**config.mk**
```make
export PLATFORM = sky130hd
export DESIGN_NAME = stx_length_etx_packet_framer
export DESIGN_NICKNAME = d
export VERILOG_FILES = /design/src/slepf_pkg.sv /design/src/stx_length_etx_packet_framer.sv
export VERILOG_INCLUDE_DIRS = /design/src /design/src/src
export SDC_FILE = /design/constraint.sdc
export NUM_CORES = 1
export LEC_CHECK = 0
export BUFFER_PORTS_ARGS = -buffer_cell sky130_fd_sc_hd__clkbuf_2
export CORE_AREA = 2 2 184 186
export DETAILED_ROUTE_END_ITERATION = 8
export DIE_AREA = 0 0 186 188
export PLACE_DENSITY = 0.77
export SYNTH_ARGS = -nofsm -noshare
export SYNTH_HDL_FRONTEND = slang
export SYNTH_SLANG_ARGS = --single-unit
export TNS_END_PERCENT = 50
```
**constraint.sdc**
```tcl
create_clock -name clock -period 7.7 [get_ports clock]
set_input_delay 0.77 -clock clock [delete_from_list [all_inputs] [get_ports clock]]
set_output_delay 0.77 -clock clock [all_outputs]
set_load 0.01 [all_outputs]
```
**src/stx_length_etx_packet_framer_defines.svh**
```systemverilog
// ----------------------------------------------------------------------------
// Framer assertion macros
// Shared concurrent assertion forms for the packet framer RTL.
// ----------------------------------------------------------------------------
`ifndef STX_LENGTH_ETX_PACKET_FRAMER_DEFINES_SVH
`define STX_LENGTH_ETX_PACKET_FRAMER_DEFINES_SVH

// Same-cycle implication, disabled while reset is high
`define SLEPF_ASSERT_IMPLIES(lbl, clk, rst, ante, cons, msg) \
   lbl: assert property (@(posedge clk) disable iff (rst) (ante) |-> (cons)) \
      else $error(msg);

// Next-cycle implication, disabled while reset is high
`define SLEPF_ASSERT_NEXT(lbl, clk, rst, ante, cons, msg) \
   lbl: assert property (@(posedge clk) disable iff (rst) (ante) |=> (cons)) \
      else $error(msg);

`endif

```
**src/slepf_pkg.sv**
```systemverilog
// ----------------------------------------------------------------------------
// Packet framer package
// Codes, register indexes, reset values and the result record of the framer.
// ----------------------------------------------------------------------------
package slepf_pkg;

   // Pattern window depth in bytes
   localparam int PATTERN_MAX_DEF = 4;

   // Field widths
   localparam int LEN_W     = 3;
   localparam int REG_IDX_W = 3;
   localparam int CSR_W     = 32;
   localparam int CNT_W     = 18;
   localparam logic [CNT_W-1:0] CNT_MAX = {CNT_W{1'b1}};

   // Register indexes
   localparam logic [REG_IDX_W-1:0] REG_START_LEN   = 3'd0;
   localparam logic [REG_IDX_W-1:0] REG_START_BYTES = 3'd1;
   localparam logic [REG_IDX_W-1:0] REG_END_LEN     = 3'd2;
   localparam logic [REG_IDX_W-1:0] REG_END_BYTES   = 3'd3;
   localparam logic [REG_IDX_W-1:0] REG_LEN_SIZE    = 3'd4;
   localparam logic [REG_IDX_W-1:0] REG_MAX_PAYLOAD = 3'd5;
   localparam logic [REG_IDX_W-1:0] REG_CHECK_LEN   = 3'd6;
   localparam logic [REG_IDX_W-1:0] REG_VARIABLE    = 3'd7;

   // Register reset values
   localparam logic [LEN_W-1:0] RST_START_LEN   = 3'd2;
   localparam logic [31:0]      RST_START_BYTES = 32'h0000_55AA;
   localparam logic [LEN_W-1:0] RST_END_LEN     = 3'd0;
   localparam logic [31:0]      RST_END_BYTES   = 32'h0000_0000;
   localparam logic [LEN_W-1:0] RST_LEN_SIZE    = 3'd1;
   localparam logic [15:0]      RST_MAX_PAYLOAD = 16'd255;
   localparam logic [LEN_W-1:0] RST_CHECK_LEN   = 3'd1;
   localparam logic             RST_VARIABLE    = 1'b0;

   // Byte classes
   localparam logic [2:0] CLS_DISCARD = 3'd0;
   localparam logic [2:0] CLS_START   = 3'd1;
   localparam logic [2:0] CLS_LENGTH  = 3'd2;
   localparam logic [2:0] CLS_PAYLOAD = 3'd3;
   localparam logic [2:0] CLS_CHECK   = 3'd4;
   localparam logic [2:0] CLS_END     = 3'd5;

   // Packet status codes
   localparam logic [2:0] ST_NONE     = 3'd0;
   localparam logic [2:0] ST_GOOD     = 3'd1;
   localparam logic [2:0] ST_OVERSIZE = 3'd2;
   localparam logic [2:0] ST_MISMATCH = 3'd3;
   localparam logic [2:0] ST_OVERFLOW = 3'd4;

   // One result record
   typedef struct packed {
      logic [7:0] data;
      logic [2:0] cls;
      logic       last;
      logic [2:0] status;
   } slepf_rsp_type;

endpackage

```
**src/stx_length_etx_packet_framer.sv**
```systemverilog
// ----------------------------------------------------------------------------
// STX / length / ETX packet framer
// Byte-serial deframer that classes every received byte and marks frame ends.
// ----------------------------------------------------------------------------
// One byte is taken per clock cycle while the skid entry is free and comes
// back registered as a record of the byte, its class (start, length, payload,
// checksum, end pattern or discarded), a frame-end mark and, on that mark, the
// packet status. The rate is set by the framing state (phase, start and tail
// windows, byte counter, payload size) being updated on each accepted byte;
// a two-entry output buffer parks one result on output stall. The user must
// write configuration through the csr port only while no transfer is in flight;
// the block does not enforce it. Checksum bytes are counted but not checked.
`include "stx_length_etx_packet_framer_defines.svh"

module stx_length_etx_packet_framer #(
   parameter int PATTERN_MAX = slepf_pkg::PATTERN_MAX_DEF
) (
   input  logic                           clock,
   input  logic                           reset,
   // input stream
   input  logic                           req_tvalid,
   output logic                           req_tready,
   input  logic [7:0]                     req_tdata,   // [7:0] data_byte
   // result stream
   output logic                           rsp_tvalid,
   input  logic                           rsp_tready,
   output logic [15:0]                    rsp_tdata,   // [7:0] out_byte, [10:8] packet_status
   output logic [2:0]                     rsp_tuser,   // [2:0] byte_class
   output logic                           rsp_tlast,   // frame_end
   // configuration writes
   input  logic                           csr_valid,
   output logic                           csr_ready,
   input  logic [slepf_pkg::REG_IDX_W-1:0] csr_index,
   input  logic [slepf_pkg::CSR_W-1:0]     csr_data
);
   import slepf_pkg::*;

   localparam int PW = 8 * PATTERN_MAX;

   typedef enum logic [1:0] {
      PH_HUNT,
      PH_LEN,
      PH_COUNTED,
      PH_DELIM
   } phase_type;

   // configuration registers
   logic [LEN_W-1:0] cfg_start_len_ff;
   logic [31:0]      cfg_start_bytes_ff;
   logic [LEN_W-1:0] cfg_end_len_ff;
   logic [31:0]      cfg_end_bytes_ff;
   logic [LEN_W-1:0] cfg_len_size_ff;
   logic [15:0]      cfg_max_payload_ff;
   logic [LEN_W-1:0] cfg_check_len_ff;
   logic             cfg_variable_ff;

   // framing state
   phase_type        phase_ff, phase_in;
   logic [PW-1:0]    swin_ff, swin_in;
   logic [CNT_W-1:0] cnt_ff, cnt_in;
   logic [31:0]      psize_ff, psize_in;
   logic [PW-1:0]    twin_ff, twin_in;

   // output buffer
   slepf_rsp_type    rsp_ff, skid_ff, result_in;
   logic             rsp_valid_ff, skid_valid_ff;

   logic             accept;
   logic [7:0]       in_byte;
   logic [LEN_W-1:0] sl, el;
   logic [3:0]       sl4;
   logic [63:0]      start64, end64;
   logic [PW-1:0]    start_ext;
   logic [CNT_W-1:0] cnt_bump;
   logic [PW-1:0]    tail_shift;

   // hunt path
   logic [3:0]       hk_raw, hk;
   logic [PW-1:0]    hsh, hwin;
   logic             hmatch, hdone;

   // length and counted paths
   logic [CNT_W-1:0] lj;
   logic [31:0]      lpay;
   logic [CNT_W-1:0] base, chk_end, total, pos;
   logic [PW-1:0]    twin_cnt;

   // mask of the lowest n bytes of a window
   function automatic logic [PW-1:0] byte_mask(input logic [3:0] n);
      logic [PW-1:0] m;
      m = '0;
      for (int i = 0; i < PATTERN_MAX; i++) begin
         m[8*i +: 8] = (4'(i) < n) ? 8'hFF : 8'h00;
      end
      return m;
   endfunction

   // newest n window bytes equal the end pattern, first pattern byte oldest
   function automatic logic tail_match(input logic [PW-1:0] win, input logic [LEN_W-1:0] n,
                                       input logic [63:0] pat);
      logic       ok;
      logic [2:0] idx;
      ok = 1'b1;
      for (int p = 0; p < PATTERN_MAX; p++) begin
         idx = 3'(n - 3'd1 - 3'(p));
         if (4'(p) < {1'b0, n}) begin
            if (win[8*p +: 8] != pat[{idx, 3'b000} +: 8]) begin
               ok = 1'b0;
            end
         end
      end
      return ok;
   endfunction

   assign accept     = req_tvalid & req_tready;
   assign in_byte    = req_tdata[7:0];
   assign req_tready = ~skid_valid_ff;
   assign csr_ready  = 1'b1;

   // saturate pattern lengths to the window depth
   assign sl  = ({1'b0, cfg_start_len_ff} > 4'(PATTERN_MAX)) ? LEN_W'(PATTERN_MAX)
                                                             : cfg_start_len_ff;
   assign el  = ({1'b0, cfg_end_len_ff} > 4'(PATTERN_MAX)) ? LEN_W'(PATTERN_MAX)
                                                           : cfg_end_len_ff;
   assign sl4 = {1'b0, sl};

   assign start64    = {32'h0, cfg_start_bytes_ff};
   assign end64      = {32'h0, cfg_end_bytes_ff};
   assign cnt_bump   = (cnt_ff < CNT_MAX) ? cnt_ff + 1'b1 : cnt_ff;
   assign tail_shift = (twin_ff << 8) | PW'(in_byte);

   // start pattern as wide as the window
   always_comb begin
      start_ext = '0;
      for (int i = 0; i < PATTERN_MAX; i++) begin
         start_ext[8*i +: 8] = start64[8*i +: 8];
      end
   end

   // extend the matched start prefix by the new byte
   always_comb begin
      hk_raw = {1'b0, cnt_ff[2:0]};
      if (hk_raw >= sl4) begin
         hsh = swin_ff >> {hk_raw - sl4 + 4'd1, 3'b000};
         hk  = sl4 - 4'd1;
      end else begin
         hsh = swin_ff;
         hk  = hk_raw;
      end
      hwin   = hsh | (PW'(in_byte) << {hk, 3'b000});
      hmatch = ((hwin ^ start_ext) & byte_mask(hk + 4'd1)) == '0;
      hdone  = (hk + 4'd1) == sl4;
   end

   // length byte placement and counted-frame thresholds
   always_comb begin
      lj   = cnt_ff - CNT_W'(sl);
      lpay = psize_ff;
      if ((cnt_ff >= CNT_W'(sl)) && (lj < CNT_W'(4))) begin
         lpay = psize_ff | (32'(in_byte) << {lj[1:0], 3'b000});
      end
      base    = CNT_W'(sl) + CNT_W'(cfg_len_size_ff) + CNT_W'(psize_ff[15:0]);
      chk_end = base + CNT_W'(cfg_check_len_ff);
      total   = chk_end + CNT_W'(el);
      pos     = cnt_bump - 1'b1;
   end

   // next framing state and result for the accepted byte
   always_comb begin
      phase_in  = phase_ff;
      swin_in   = swin_ff;
      cnt_in    = cnt_ff;
      psize_in  = psize_ff;
      twin_in   = twin_ff;
      twin_cnt  = twin_ff;
      result_in.data   = in_byte;
      result_in.cls    = CLS_DISCARD;
      result_in.last   = 1'b0;
      result_in.status = ST_NONE;

      case (phase_ff)
         PH_HUNT: begin
            if (sl == '0) begin
               swin_in = '0;
               cnt_in  = '0;
            end else if (hmatch) begin
               result_in.cls = CLS_START;
               if (hdone) begin
                  swin_in  = '0;
                  twin_in  = '0;
                  cnt_in   = CNT_W'(sl);
                  psize_in = '0;
                  if (cfg_len_size_ff != '0) begin
                     phase_in = PH_LEN;
                  end else if (cfg_variable_ff) begin
                     phase_in = PH_DELIM;
                  end else begin
                     phase_in = PH_COUNTED;
                     psize_in = {16'h0, cfg_max_payload_ff};
                  end
               end else begin
                  swin_in = hwin;
                  cnt_in  = CNT_W'(hk + 4'd1);
               end
            end else begin
               swin_in = hwin >> 8;
               cnt_in  = CNT_W'(hk);
            end
         end

         PH_LEN: begin
            cnt_in        = cnt_bump;
            result_in.cls = CLS_LENGTH;
            psize_in      = lpay;
            if (cnt_bump >= CNT_W'(sl) + CNT_W'(cfg_len_size_ff)) begin
               phase_in = PH_COUNTED;
               case (cfg_len_size_ff)
                  3'd1:    psize_in = lpay & 32'h0000_00FF;
                  3'd2:    psize_in = lpay & 32'h0000_FFFF;
                  3'd4:    psize_in = lpay;
                  default: psize_in = 32'd1;
               endcase
            end
         end

         PH_COUNTED: begin
            cnt_in = cnt_bump;
            if (psize_ff > {16'h0, cfg_max_payload_ff}) begin
               result_in.cls    = CLS_DISCARD;
               result_in.last   = 1'b1;
               result_in.status = ST_OVERSIZE;
            end else begin
               if (pos < base) begin
                  result_in.cls = CLS_PAYLOAD;
               end else if (pos < chk_end) begin
                  result_in.cls = CLS_CHECK;
               end else if (pos < total) begin
                  result_in.cls = CLS_END;
                  twin_cnt      = tail_shift;
               end
               twin_in = twin_cnt;
               if (cnt_bump >= total) begin
                  result_in.last   = 1'b1;
                  result_in.status = tail_match(twin_cnt, el, end64) ? ST_GOOD : ST_MISMATCH;
               end
            end
         end

         PH_DELIM: begin
            cnt_in        = cnt_bump;
            twin_in       = tail_shift;
            result_in.cls = CLS_PAYLOAD;
            if (cnt_bump >= CNT_W'(sl) + CNT_W'(el) + 1'b1) begin
               if (tail_match(tail_shift, el, end64)) begin
                  result_in.last   = 1'b1;
                  result_in.status = ST_GOOD;
                  result_in.cls    = (el != '0) ? CLS_END : CLS_PAYLOAD;
               end else if (cnt_bump >= CNT_W'(sl) + CNT_W'(cfg_max_payload_ff)
                                         + CNT_W'(el)) begin
                  result_in.last   = 1'b1;
                  result_in.status = ST_OVERFLOW;
               end
            end
         end

         default: begin
            phase_in = PH_HUNT;
         end
      endcase

      // closed or aborted frame: drop back to hunting
      if (result_in.last) begin
         phase_in = PH_HUNT;
         swin_in  = '0;
         cnt_in   = '0;
         psize_in = '0;
         twin_in  = '0;
      end
   end

   // hold configuration registers
   always_ff @(posedge clock) begin
      if (reset) begin
         cfg_start_len_ff   <= RST_START_LEN;
         cfg_start_bytes_ff <= RST_START_BYTES;
         cfg_end_len_ff     <= RST_END_LEN;
         cfg_end_bytes_ff   <= RST_END_BYTES;
         cfg_len_size_ff    <= RST_LEN_SIZE;
         cfg_max_payload_ff <= RST_MAX_PAYLOAD;
         cfg_check_len_ff   <= RST_CHECK_LEN;
         cfg_variable_ff    <= RST_VARIABLE;
      end else if (csr_valid && csr_ready) begin
         case (csr_index)
            REG_START_LEN:   cfg_start_len_ff   <= csr_data[LEN_W-1:0];
            REG_START_BYTES: cfg_start_bytes_ff <= csr_data[31:0];
            REG_END_LEN:     cfg_end_len_ff     <= csr_data[LEN_W-1:0];
            REG_END_BYTES:   cfg_end_bytes_ff   <= csr_data[31:0];
            REG_LEN_SIZE:    cfg_len_size_ff    <= csr_data[LEN_W-1:0];
            REG_MAX_PAYLOAD: cfg_max_payload_ff <= csr_data[15:0];
            REG_CHECK_LEN:   cfg_check_len_ff   <= csr_data[LEN_W-1:0];
            REG_VARIABLE:    cfg_variable_ff    <= csr_data[0];
            default: begin
            end
         endcase
      end
   end

   // advance framing state and the output buffer
   always_ff @(posedge clock) begin
      if (reset) begin
         phase_ff      <= PH_HUNT;
         swin_ff       <= '0;
         cnt_ff        <= '0;
         psize_ff      <= '0;
         twin_ff       <= '0;
         rsp_valid_ff  <= 1'b0;
         skid_valid_ff <= 1'b0;
      end else begin
         if (accept) begin
            phase_ff <= phase_in;
            swin_ff  <= swin_in;
            cnt_ff   <= cnt_in;
            psize_ff <= psize_in;
            twin_ff  <= twin_in;
         end
         if (!rsp_valid_ff || rsp_tready) begin
            // output free: refill from skid first, else from the new byte
            if (skid_valid_ff) begin
               rsp_ff        <= skid_ff;
               rsp_valid_ff  <= 1'b1;
               skid_valid_ff <= 1'b0;
            end else begin
               rsp_ff       <= result_in;
               rsp_valid_ff <= accept;
            end
         end else if (accept) begin
            // output stalled: park the new result
            skid_ff       <= result_in;
            skid_valid_ff <= 1'b1;
         end
      end
   end

   assign rsp_tvalid = rsp_valid_ff;
   assign rsp_tdata  = {5'b0, rsp_ff.status, rsp_ff.data};
   assign rsp_tuser  = rsp_ff.cls;
   assign rsp_tlast  = rsp_ff.last;

   // checks on buffer order and result coding
   `SLEPF_ASSERT_IMPLIES(a_skid_behind_output, clock, reset, skid_valid_ff, rsp_valid_ff, "skid entry without output entry")
   `SLEPF_ASSERT_NEXT(a_stall_parks_result, clock, reset, accept && rsp_valid_ff && !rsp_tready, skid_valid_ff, "stalled transfer not parked")
   `SLEPF_ASSERT_IMPLIES(a_status_on_end_only, clock, reset, rsp_valid_ff && !rsp_ff.last, rsp_ff.status == ST_NONE, "status without frame end")
   `SLEPF_ASSERT_IMPLIES(a_hunt_count_bound, clock, reset, phase_ff == PH_HUNT, cnt_ff < CNT_W'(PATTERN_MAX), "hunt prefix beyond window")

endmodule
```
# == Word level (Yosys, flattened, before mapping) ==
# Cells that the tools add are included.
# word_totals
reg_bits,241
output_inout_bits,23
# classes
n_reduce_logical,28
muxes,86
bitwise_logic,9
addsub,20
shifts,7
eq_ne,27
n_lt_le_gt_ge,22
# ops
op,count
32-bit two-way mux,22
64-bit by 7-bit variable part select with 8-bit output,4
32-bit case mux with 3 select lines,2
18-bit two-way mux,4
8-bit != test,8
32-bit OR,2
32-bit case mux with 2 select lines,1
18-bit < comparator,3
18-bit by 3-bit adder with 18-bit output,2
18-bit >= comparator,2
18-bit case mux with 2 select lines,1
32-bit bitwise AND,1
32-bit by 16-bit greater-than comparator with 1-bit output,1
32-bit zero test,1
16-bit two-way mux,2
8-bit two-way mux,4
32-bit by 8-bit OR with 32-bit output,1
8-bit by 5-bit << shifter with 32-bit output,1
8-bit by 7-bit << shifter with 32-bit output,1
32-bit by 7-bit right shift with 32-bit output,1
32-bit XOR,1
1-bit two-way mux,25
3-bit two-way mux,7
2-bit AND reduction,10
54 further kinds,92

# == Depth between registers and ports, before layout ==
# Gate-level depths: netlist of run 1.
# depth
word_depth,30
mapped_depth,36

# == Worst setup path after synthesis of run 1 ==
# OpenSTA, ideal clock, no wires.
# synth_path
path_type,register -> register
startpoint,register cfg_start_len_ff[2]
endpoint,"register rsp_ff (netlist bit rsp_tdata[9]), data pin"
setup_time_ns,0.259
path_stages_with_launch,36
arrival_ns,7.705
setup_slack_ns,-0.264
cell_sequence,dfxtp_1 > clkbuf_1 > nor2b_1 > clkbuf_1 > ha_1 > inv_1 > fa_1 > fa_1 > inv_1 > ha_1 > a21o_1 > a21oi_1 > o21ai_0 > nor4_1 > a21oi_1 > or2_1 > or3_1 > nor3_1 > nand3_1 > xnor2_1 > ha_1 > a21o_1 > a21oi_1 > nand2_1 > a311o_1 > a311o_1 > buf_6 > nor2_8 > buf_6 > buf_4 > a21oi_1 > a2111oi_2 > nand4_1 > o41ai_1 > a21oi_1 > o31a_1
# synth_between
elab_chain_cells,29
# synth_lines
element,line_no,source
start: declaration,stx_length_etx_packet_framer.sv:48,logic [LEN_W-1:0] cfg_start_len_ff;
start signal: assignment,stx_length_etx_packet_framer.sv:294,REG_START_LEN: cfg_start_len_ff <= csr_data[LEN_W-1:0];
3-bit greater-than comparator,stx_length_etx_packet_framer.sv:121,"assign sl = ({1'b0, cfg_start_len_ff} > 4'(PATTERN_MAX)) ? LEN_W'(PATTERN_MAX)"
3-bit two-way mux (*),stx_length_etx_packet_framer.sv:121,
3-bit by 3-bit adder with 4-bit output,stx_length_etx_packet_framer.sv:162,base = CNT_W'(sl) + CNT_W'(cfg_len_size_ff) + CNT_W'(psize_ff[15:0]);
18-bit by 16-bit adder with 18-bit output,stx_length_etx_packet_framer.sv:162,
18-bit by 3-bit adder with 18-bit output,stx_length_etx_packet_framer.sv:163,chk_end = base + CNT_W'(cfg_check_len_ff);
18-bit by 3-bit adder with 18-bit output,stx_length_etx_packet_framer.sv:164,total = chk_end + CNT_W'(el);
18-bit < comparator,stx_length_etx_packet_framer.sv:237,end else if (pos < total) begin
32-bit two-way mux,stx_length_etx_packet_framer.sv:237,
[... 13 more ...],-,
1-bit two-way mux,stx_length_etx_packet_framer.sv:242,if (cnt_bump >= total) begin
1-bit two-way mux,stx_length_etx_packet_framer.sv:228,"if (psize_ff > {16'h0, cfg_max_payload_ff}) begin"
1-bit two-way mux,stx_length_etx_packet_framer.sv:181,case (phase_ff)
2-bit two-way mux,stx_length_etx_packet_framer.sv:244,"result_in.status = tail_match(twin_cnt, el, end64) ? ST_GOOD : ST_MISMATCH;"
4-bit two-way mux,stx_length_etx_packet_framer.sv:242,
7-bit two-way mux,stx_length_etx_packet_framer.sv:228,
4-bit case mux with 2 select lines (*),stx_length_etx_packet_framer.sv:181,
15-bit two-way mux (*),stx_length_etx_packet_framer.sv:328,if (skid_valid_ff) begin
end signal: assignment,stx_length_etx_packet_framer.sv:329,rsp_ff <= skid_ff;
end signal: assignment,stx_length_etx_packet_framer.sv:333,rsp_ff <= result_in;
end: declaration,stx_length_etx_packet_framer.sv:65,"slepf_rsp_type rsp_ff, skid_ff, result_in;"
# Every way passes the cells marked *; elsewhere a longest branch is shown, timed or not. The select of a mux whose other input is x is not followed.
# A chain may end at the register's enable or synchronous reset.

==> results of run 1 <==
## kinds of logic (layout without fill, tap and decap cells)
group                      count (synthesis)  count (layout)  share of synthesized area, %
buffers and inverters                    233             324                         5.341
and+or+nand+nor                          802             802                         21.16
DFF                                      241             241                         27.62
muxes                                     97              97                         5.347
adders and majority gates                149             149                         10.49
other                                      2               7                       0.04047
xor gates and xnor gates                 146             146                         7.033
AOI/OAI and AO/OA                        622             622                         22.97
## Yosys cell counts, drive strengths merged (16+ instances only)
library cell | instances | area [sq um]
mux2i | 80 | 800.8
o21ai | 95 | 475.5
nor2 | 137 | 530.5
nor4 | 22 | 165.2
xnor2 | 102 | 893.4
dfxtp | 211 | 4224
nand4 | 35 | 225.2
nor3 | 51 | 271.5
ha | 138 | 1727
inv | 89 | 334.1
nand2 | 330 | 1239
a22oi | 23 | 172.7
clkbuf | 99 | 371.6
a211oi | 26 | 217.7
o21a | 20 | 150.1
a21o | 45 | 337.8
nand3 | 54 | 282.8
edfxtp | 30 | 900.9
mux2 | 17 | 191.4
xor2 | 44 | 411.7
nor2b | 23 | 143.9
o22ai | 29 | 181.4
nand2b | 25 | 156.4
buf | 44 | 281.5
or2 | 19 | 118.9
a22o | 79 | 691.9
and2 | 16 | 100.1
nand3b | 31 | 232.7
a21oi | 174 | 882.1
a41oi | 16 | 140.1
## power by group through the flow
stage | Clock (mW) | Sequential (mW) | Combinational, mW
4_1_cts | 1.30 | 1.31 | 0.934
3_3_place_gp | 0 | 1.34 | 0.908
3_5_place_dp | 0 | 1.34 | 0.927
5_1_grt | 1.35 | 1.31 | 1.10
2_1_floorplan | 0 | 1.34 | 0.626
6_report | 1.29 | 1.31 | 1.03
## sequential cells by signal (all words and copies together) (netlist names)
name and cells:
cfg_start_len_ff 3, cfg_end_len_ff 3, cnt_ff 18, phase_ff 2
rsp_tvalid 1, cfg_len_size_ff 3, cfg_variable_ff 1, swin_ff 32
twin_ff 32, skid_ff 15, rsp_tdata 11, rsp_tlast 1
skid_valid_ff 1, cfg_end_bytes_ff 32, cfg_start_bytes_ff 32, psize_ff 32
cfg_check_len_ff 3, cfg_max_payload_ff 16, rsp_tuser 3
## layer usage
| metal | global-route usage [%] | up-vias |
|---|---|---|
| li1 | - | 8452 |
| met1 | 45.24 | 8513 |
| met2 | 53.76 | 859 |
| met3 | 5.069 | 177 |
| met4 | 16.38 | 0 |
| met5 | 0 | - |
## cell type report
class	instances	share of cell area (%)
tap	448	2.685
clock buffer	37	3.764
clock inverter	14	0.4855
sequential	241	24.56
timing repair buffer	183	6.426
inverter	90	1.618
multi-input combinational	1823	60.46
## critical path, delay by kind of cell, from the launching register on
kind                     cells  cell delay, ps
buffers and inverters        5             440
adder cells (fa/ha/maj)      6            2320
AO/OA/AOI/OAI                9            1850
XOR/XNOR                     2             320
AND/OR/NAND/NOR             10            2090
flip-flops                   1             330
multiplexers                 1             250
## path summary, 6_finish.rpt
kind | startpoint | endpoint | cells past startpoint
worst max-delay path | cfg_start_len_ff[0] | skid_ff[1] | 33
worst min-delay path | csr_data[25] | cfg_start_bytes_ff[25] | 3
worst max register to register | cfg_start_len_ff[0] | skid_ff[1] | 33
worst min register to register | cfg_end_bytes_ff[29] | cfg_end_bytes_ff[29] | 2
## per-stage QoR
stage,utilization (%),setup WS (ps)
after floorplan,-,7.996
after global placement,59.39,108.6
after detailed placement,59.39,17.12
after CTS,62.09,12.40
after global routing,63.04,-443.9
final,63.04,-149.4
## what timing repair did
| action | 4_1_cts | 5_1_grt |
|---|---|---|
| pin swaps | 1 | 24 |
| setup endpoints to repair | 2 | 2 |
| gates resized for setup | 2 | 32 |
| cloned | 0 | 2 |
| hold buffers | 0 | 0 |
| setup buffers | 0 | 15 |
==> results summary, run 1 <==
The critical path's largest stage delay came out at 580 ps. The horizontal extent of the die came out at 186 um. The number of pins exceeding their max-slew limit in the final report is 0.

The per-cell via count in the routed design is 6.347. After clock tree synthesis, the clock-pin slew on the worst setup and hold paths is 60 ps. The port buffer count came out at 64. Among the stages of the critical path, the cell type that occurs most often is sky130_fd_sc_hd__buf_12.

The total count of hold-check failures in the final report is 0. The largest net degree at the start of global routing is 106. The instance count of the mapped netlist came out at 2292. The latest clock arrival within the worst-skew pair came out at 600 ps.

The initial utilization of the core area, before any placement, comes to 56.04%. The area of the die is 0.03497 sq mm. The worst min-delay path class is in -> reg. The leakage power summed over all cells is 8.458 nW. The number of nets in the layout came out at 2564.

The flop and latch count out of synthesis is 241. The number of rows created at floorplan is 67. Yosys printed 0 warnings. The number of H-tree levels came out at 1. The fraction of final layout cells sized beyond drive strength 1 came out at 13.32%. The wire length of the first global-routing pass came out at 92.88 mm. The met2 wire length came out at 27.47 mm. At the worst endpoint, the arrival time is 8170 ps. Setup violations remaining at the end of the flow were counted as 2. The remaining number of nets flagged by the antenna check after routing came out at 0. The die height came out at 188 um. The library cell used most frequently in the layout, excluding fill and tap cells, is sky130_fd_sc_hd__nand2_1. The average cell area after synthesis is 8.096 sq um. The number of cells in the finished layout apart from fillers is 2836. The overall track demand over capacity in global routing came out at 33.98%. The slack of the worst reg-to-reg path is -150 ps. The normalized max-slew margin is 9.835%. The CTS root buffer is sky130_fd_sc_hd__clkbuf_16.

For this design the top-level I/O count stands at 71. The number of antenna violations at the first check in global routing is 0. The flow ran to the end, but the final reports show violations. Compared with the post-synthesis result, the final layout area differs by 12.50%. The internal cell power came out at 2.453 mW. The biggest fanout along the worst timing path is 7. The highest layer used for signal routing is met4. The part of the total power dissipated in the clock network came out at 35.5%. Synthesis instantiated 93 different standard cells from the library. The final route contains 18000 vias.

The clock tree from TritonCTS is yes. The combinational cell fraction of total power came out at 28.3%. The power per unit of standard cell area came out at 173.8 mW/mm^2. The multi-input combinational cells in the finished layout cover a total of 0.01262 sq mm. The final cell area excluding filler cells came out at 0.02087 sq mm. The number of detailed-routing iterations run before antenna repair is 8.

The switching share of power came out at 32.37%. The worst hold slack is 433.9 ps. The slowest stage of the critical path belongs to the cell sky130_fd_sc_hd__fa_1.

The routed length on met1 is 25.15 mm. The number of violations of the max-capacitance limit is 0. After detailed placement, the design holds a cell count of 2768.

The detailed router finished its first iteration with 1835 violations. The number of global-route vias before repair is 16660. The post-synth design cell area is 0.01856 sq mm. The sequential power share came out at 36.2%. The antenna diode count came out at 0. The total power after layout is 3.627 mW.

The total wire length after detailed routing is 60.67 mm. The global placer's final weighted congestion is 0.9500. The clock drives 241 sinks. The count of flip-flops with a built-in enable after synthesis came out at 30. The area inside the core boundary came out at 0.03311 sq mm. The post-DP HPWL is 45.19 mm. The portion of the clock cycle consumed by the worst path in the final layout is 101.9%. The DRC violation count after routing came out at 0. The measured slew at the worst slew-check pin came out at 1345 ps.

The worst setup path is launched from a flop. The top cell types in the final layout, fill and taps aside, are 330 x sky130_fd_sc_hd__nand2_1, 210 x sky130_fd_sc_hd__dfxtp_1, 168 x sky130_fd_sc_hd__a21oi_1, 137 x sky130_fd_sc_hd__ha_1, 134 x sky130_fd_sc_hd__nor2_1. The area taken by flip-flops and latches came out at 0.005126 sq mm. The number of buffers added by the clock tree synthesis step is 28.

The setup path with the least slack is of type reg -> reg. The maximum clock rate is 127.4 MHz. Fill cells in the final layout number 2925. The worst-case clock buffer depth is 3. Setup repair after global routing could not meet its margin everywhere. Counting flops with an async set or reset pin after synthesis yields a share of 0%.

The total negative setup slack is -295.6 ps. The final reports fail on setup timing. At the worst endpoint, the required time is 8020 ps. The primary flip-flop cell chosen by synthesis mapping is sky130_fd_sc_hd__dfxtp_1. For this design the total switching power over the nets is 1.174 mW. Counting I/O delays and the setup requirement, the final critical path takes 7849 ps. The global route total overflow came out at 0. The detailed route wirelength on metal3 is 4.911 mm. STA classifies the critical path endpoint as a flop.

The post-detailed-placement cell area came out at 0.01967 sq mm. In the final routed layout, each cell accounts on average for 21.39 um. For this run, the register share of the synthesized area comes to 27.62%. The peak supply drop came out at 0.1925 mV. Clock skew on the completed layout was measured at 44.66 ps.

The final setup slack of the worst path is -149.4 ps.
(Power assumes the default switching activity.)
==> run 2, diff against run 1 <==
--- a/config.mk
+++ b/config.mk
@@ -6,11 +6,11 @@
 export SDC_FILE = /design/constraint.sdc
 export NUM_CORES = 1
 export LEC_CHECK = 0
-export BUFFER_PORTS_ARGS = -buffer_cell sky130_fd_sc_hd__clkbuf_2
 export CORE_AREA = 2 2 184 186
 export DETAILED_ROUTE_END_ITERATION = 8
 export DIE_AREA = 0 0 186 188
-export PLACE_DENSITY = 0.77
+export DONT_BUFFER_PORTS = 1
+export PLACE_DENSITY = 0.75
 export SYNTH_ARGS = -nofsm -noshare
 export SYNTH_HDL_FRONTEND = slang
 export SYNTH_SLANG_ARGS = --single-unit
==> run 2 against run 1 <==
The flow still finishes with violations (setup timing); flip-flop and latch count stayed put; clock skew decreased by 6.1 ps; cell area down 2.9%; sequential share of layout area is 0.72 points higher; routed wire length down 0.58%; via count is 0.93% lower; sequential power about the same.
==> results summary, run 2 (same netlist as run 1, synthesis figures left out) <==
The flow ran to the end, but the final reports show violations. The checks that failed: setup timing. The measured slew at the worst slew-check pin is 1211 ps (-133.9 ps). The leakage power summed over all cells is 8.038 nW (-5.0%). The path class of the tightest hold or removal check is in -> reg. The final setup slack of the worst path is -143.6 ps (+5.797 ps). The number of H-tree levels was 1 (unchanged). The power per unit of standard cell area came out at 175.9 mW/mm^2 (+1.2%). The worst setup path is captured at a flop. The setup violation total in the final timing report came out at 2 (unchanged). The clock period minus worst slack is 7844 ps (-5.797 ps).

The clock tree from TritonCTS is yes. The number of pins exceeding their max-slew limit in the final report was 0 (unchanged). The worst hold slack came to 294.8 ps (-139.1 ps).

The area of the die is 0.03497 sq mm (unchanged). The total clock sinks was 241 (unchanged). The clock skew after layout came to 38.57 ps (-6.092 ps).

The global route total overflow came out at 0 (unchanged). The critical path startpoint category is a flop. Leaving out fill and tap cells, the most frequent cell in the layout is sky130_fd_sc_hd__nand2_1. The peak supply drop came out at 0.1777 mV (-7.7%). The startpoint identified for the worst register-to-register timing path is cfg_start_len_ff[0].

The maximum clock rate is 127.5 MHz (about the same). The post-DP HPWL is 44.24 mm (-2.1%). The clock-pin transition on the worst setup and hold timing paths came out at 60 ps (about the same). The per-cell via count in the routed design came to 6.506 (+2.5%). The worst setup path is of the reg -> reg kind. The latest clock arrival within the worst-skew pair is 580 ps (-20 ps). The critical path's largest stage delay came out at 580 ps (about the same). The number of buffers added by the clock tree synthesis step is 27 (-3.6%).

The I/O pin count is 71 (unchanged). The final core utilization was 61.24% (-1.8 points). The quantity of hold-fixing buffers added after cts came out at 0 (unchanged).

The area inside the core boundary is 0.03311 sq mm (unchanged). The slack of the worst reg-to-reg path came to -140 ps (about the same). The total of fill cells in the finished design is 2899 (-0.89%).

In this run the most critical hold path is launched from req_tdata[3]. The portion of the clock cycle consumed by the worst path in the final layout is 101.9% (about the same). The overall track demand over capacity in global routing came out at 34.09% (+0.11 points).

The endpoint identified for the worst register-to-register timing path is rsp_tdata[9]. The combinational cell fraction of total power came out at 24.1% (-4.2 points). The depth of the worst hold-timing path came out at 0 (-3). The fraction of final layout cells sized beyond drive strength 1 came out at 9.729% (-3.6 points). Among all stages on the critical path, the largest delay is contributed by sky130_fd_sc_hd__fa_2. Setup repair after global routing could not meet its margin everywhere. The worst-case clock buffer depth came out at 3 (unchanged). The number of DRC violations after detailed-routing iteration 0 is 2044 (+11%).

The number of nets in the layout came out at 2468 (-3.7%). The number of antenna violations at the first check in global routing came out at 1 (+1). The number of violations of the max-capacitance limit came out at 0 (unchanged).

The switching share of power is 31.28% (-1.1 points). The critical path data required time came out at 8000 ps (-20 ps). The DRC violation count after routing is 0 (unchanged). The path depth of the worst reg2reg path is 36 (+9.1%). The growth of design area from synthesis to finish is 9.285%. The number of rows created at floorplan is 67 (unchanged). The total count of hold-check failures in the final report came out at 0 (unchanged).

The overall via count from detail_route came out at 17830 (-0.93%). The remaining number of nets flagged by the antenna check after routing is 0 (unchanged). The port buffer count came out at 0 (-100%). The top cell types in the final layout, fill and taps aside, are 330 x sky130_fd_sc_hd__nand2_1, 211 x sky130_fd_sc_hd__dfxtp_1, 168 x sky130_fd_sc_hd__a21oi_1, 138 x sky130_fd_sc_hd__ha_1, 133 x sky130_fd_sc_hd__nor2_1.

The post-detailed-placement cell area is 0.01910 sq mm (-2.9%). The number of detailed-routing iterations run before antenna repair is 6 (-2). The data arrival time of the worst path is 8150 ps (-20 ps). The wire length of the first global-routing pass came out at 93.98 mm (+1.2%). By instance count, the cell type seen most on the critical path is sky130_fd_sc_hd__buf_4. The total wire length after detailed routing came out at 60.32 mm (-0.58%). The normalized max-slew margin came out at 19.16% (+9.3 points). The number of global-route vias before repair was 16860 (+1.2%). The final cell area excluding filler cells came out at 0.02028 sq mm (-2.9%). The part of the total power dissipated in the clock network came out at 39.0% (+3.5 points).

The die height came to 188 um (unchanged). The starting density of the core came out at 56.04% (unchanged). The global placer's final weighted congestion came out at 0.9556 (+0.59%). The biggest fanout along the worst timing path is 11 (+4). The average wire length per cell after detail routing is 22.01 um (+2.9%). The sequential power share came out at 36.9% (+0.7 points). The largest net degree at the start of global routing is 125 (+18%).

The horizontal extent of the die came out at 186 um (unchanged). The root buffer cell chosen for the clock tree is sky130_fd_sc_hd__clkbuf_16. The internal cell power came out at 2.451 mW (about the same).

The net switching component of the power came to 1.116 mW (-5.0%). The worst hold path terminates at skid_ff[10].
## run 2: cell types whose count changed in the layout (fill, tap and decap cells not counted), sizes merged
cell / before / now
clkbuf: 102 / 35
buf: 118 / 88
bufinv: 0 / 3
diode: 0 / 1
clkinv: 12 / 7
inv: 90 / 93
## run 2: power by group through the flow
| stage | combinational (mW) | sequential, mW | clock [mW] |
|---|---|---|---|
| 5_1_grt | 0.931 | 1.32 | 1.45 |
| 6_report | 0.861 | 1.32 | 1.39 |
| 3_5_place_dp | 0.820 | 1.34 | 0 |
| 4_1_cts | 0.832 | 1.32 | 1.39 |
| 2_1_floorplan | 0.626 | 1.34 | 0 |
| 3_3_place_gp | 0.799 | 1.34 | 0 |
## run 2: final cells by class
type                       count  area [sq um]  area share [%]
timing repair buffer          88         710.7           3.505
tap                          448         560.5           2.764
sequential                   241          5125           25.27
multi-input combinational   1823         12590           62.09
inverter                      90         337.8           1.666
clock buffer                  35         757.0           3.733
antenna                        1         2.502         0.01234
clock inverter                15         193.9          0.9564
## run 2: per-stage QoR
step / power [mW] / setup TNS, ps / instances / setup slack, ps
CTS: 3.542 / 0 / 2740 / 8.049
floorplan: 1.962 / 0 / 2297 / 7.996
global route: 3.697 / -741.4 / 2740 / -401.8
global placement: 2.141 / 0 / 2674 / 47.78
finish: 3.567 / -254.7 / 2741 / -143.6
detailed placement: 2.163 / -331.0 / 2674 / -183.0
## run 2: worst max path at each step
stage,start,endpoint,depth (start not counted)
after floorplan,cfg_start_len_ff[2],rsp_tdata[9],35
after global placement,cfg_start_len_ff[0],rsp_tdata[9],29
after detailed placement,cfg_start_len_ff[0],rsp_tdata[9],29
after CTS,cfg_start_len_ff[0],rsp_tdata[9],31
after global routing,cfg_start_len_ff[0],rsp_tdata[9],32
final,cfg_start_len_ff[0],rsp_tdata[9],36
## run 2: timing repair
item	4_1_cts	5_1_grt
endpoints found under the setup margin	2	2
pin swaps	5	1
setup buffers	16	0
gates resized for setup	14	8
## run 2: critical path: cells and delay by family, from the launching register on
kind | cells | cell delay (ps)
muxes | 1 | 190
adders and majority gates | 5 | 2180
DFF | 1 | 330
and+or+nand+nor | 6 | 1470
buffers and inverters | 16 | 1630
AOI/OAI and AO/OA | 8 | 1780
## run 2: metal layers
layer  global-route usage (%)  part of all wire [%]
met5                        0                     0
met4                    15.29                   5.0
met3                    6.040                   8.2
met2                    53.27                    45
met1                    45.81                    42
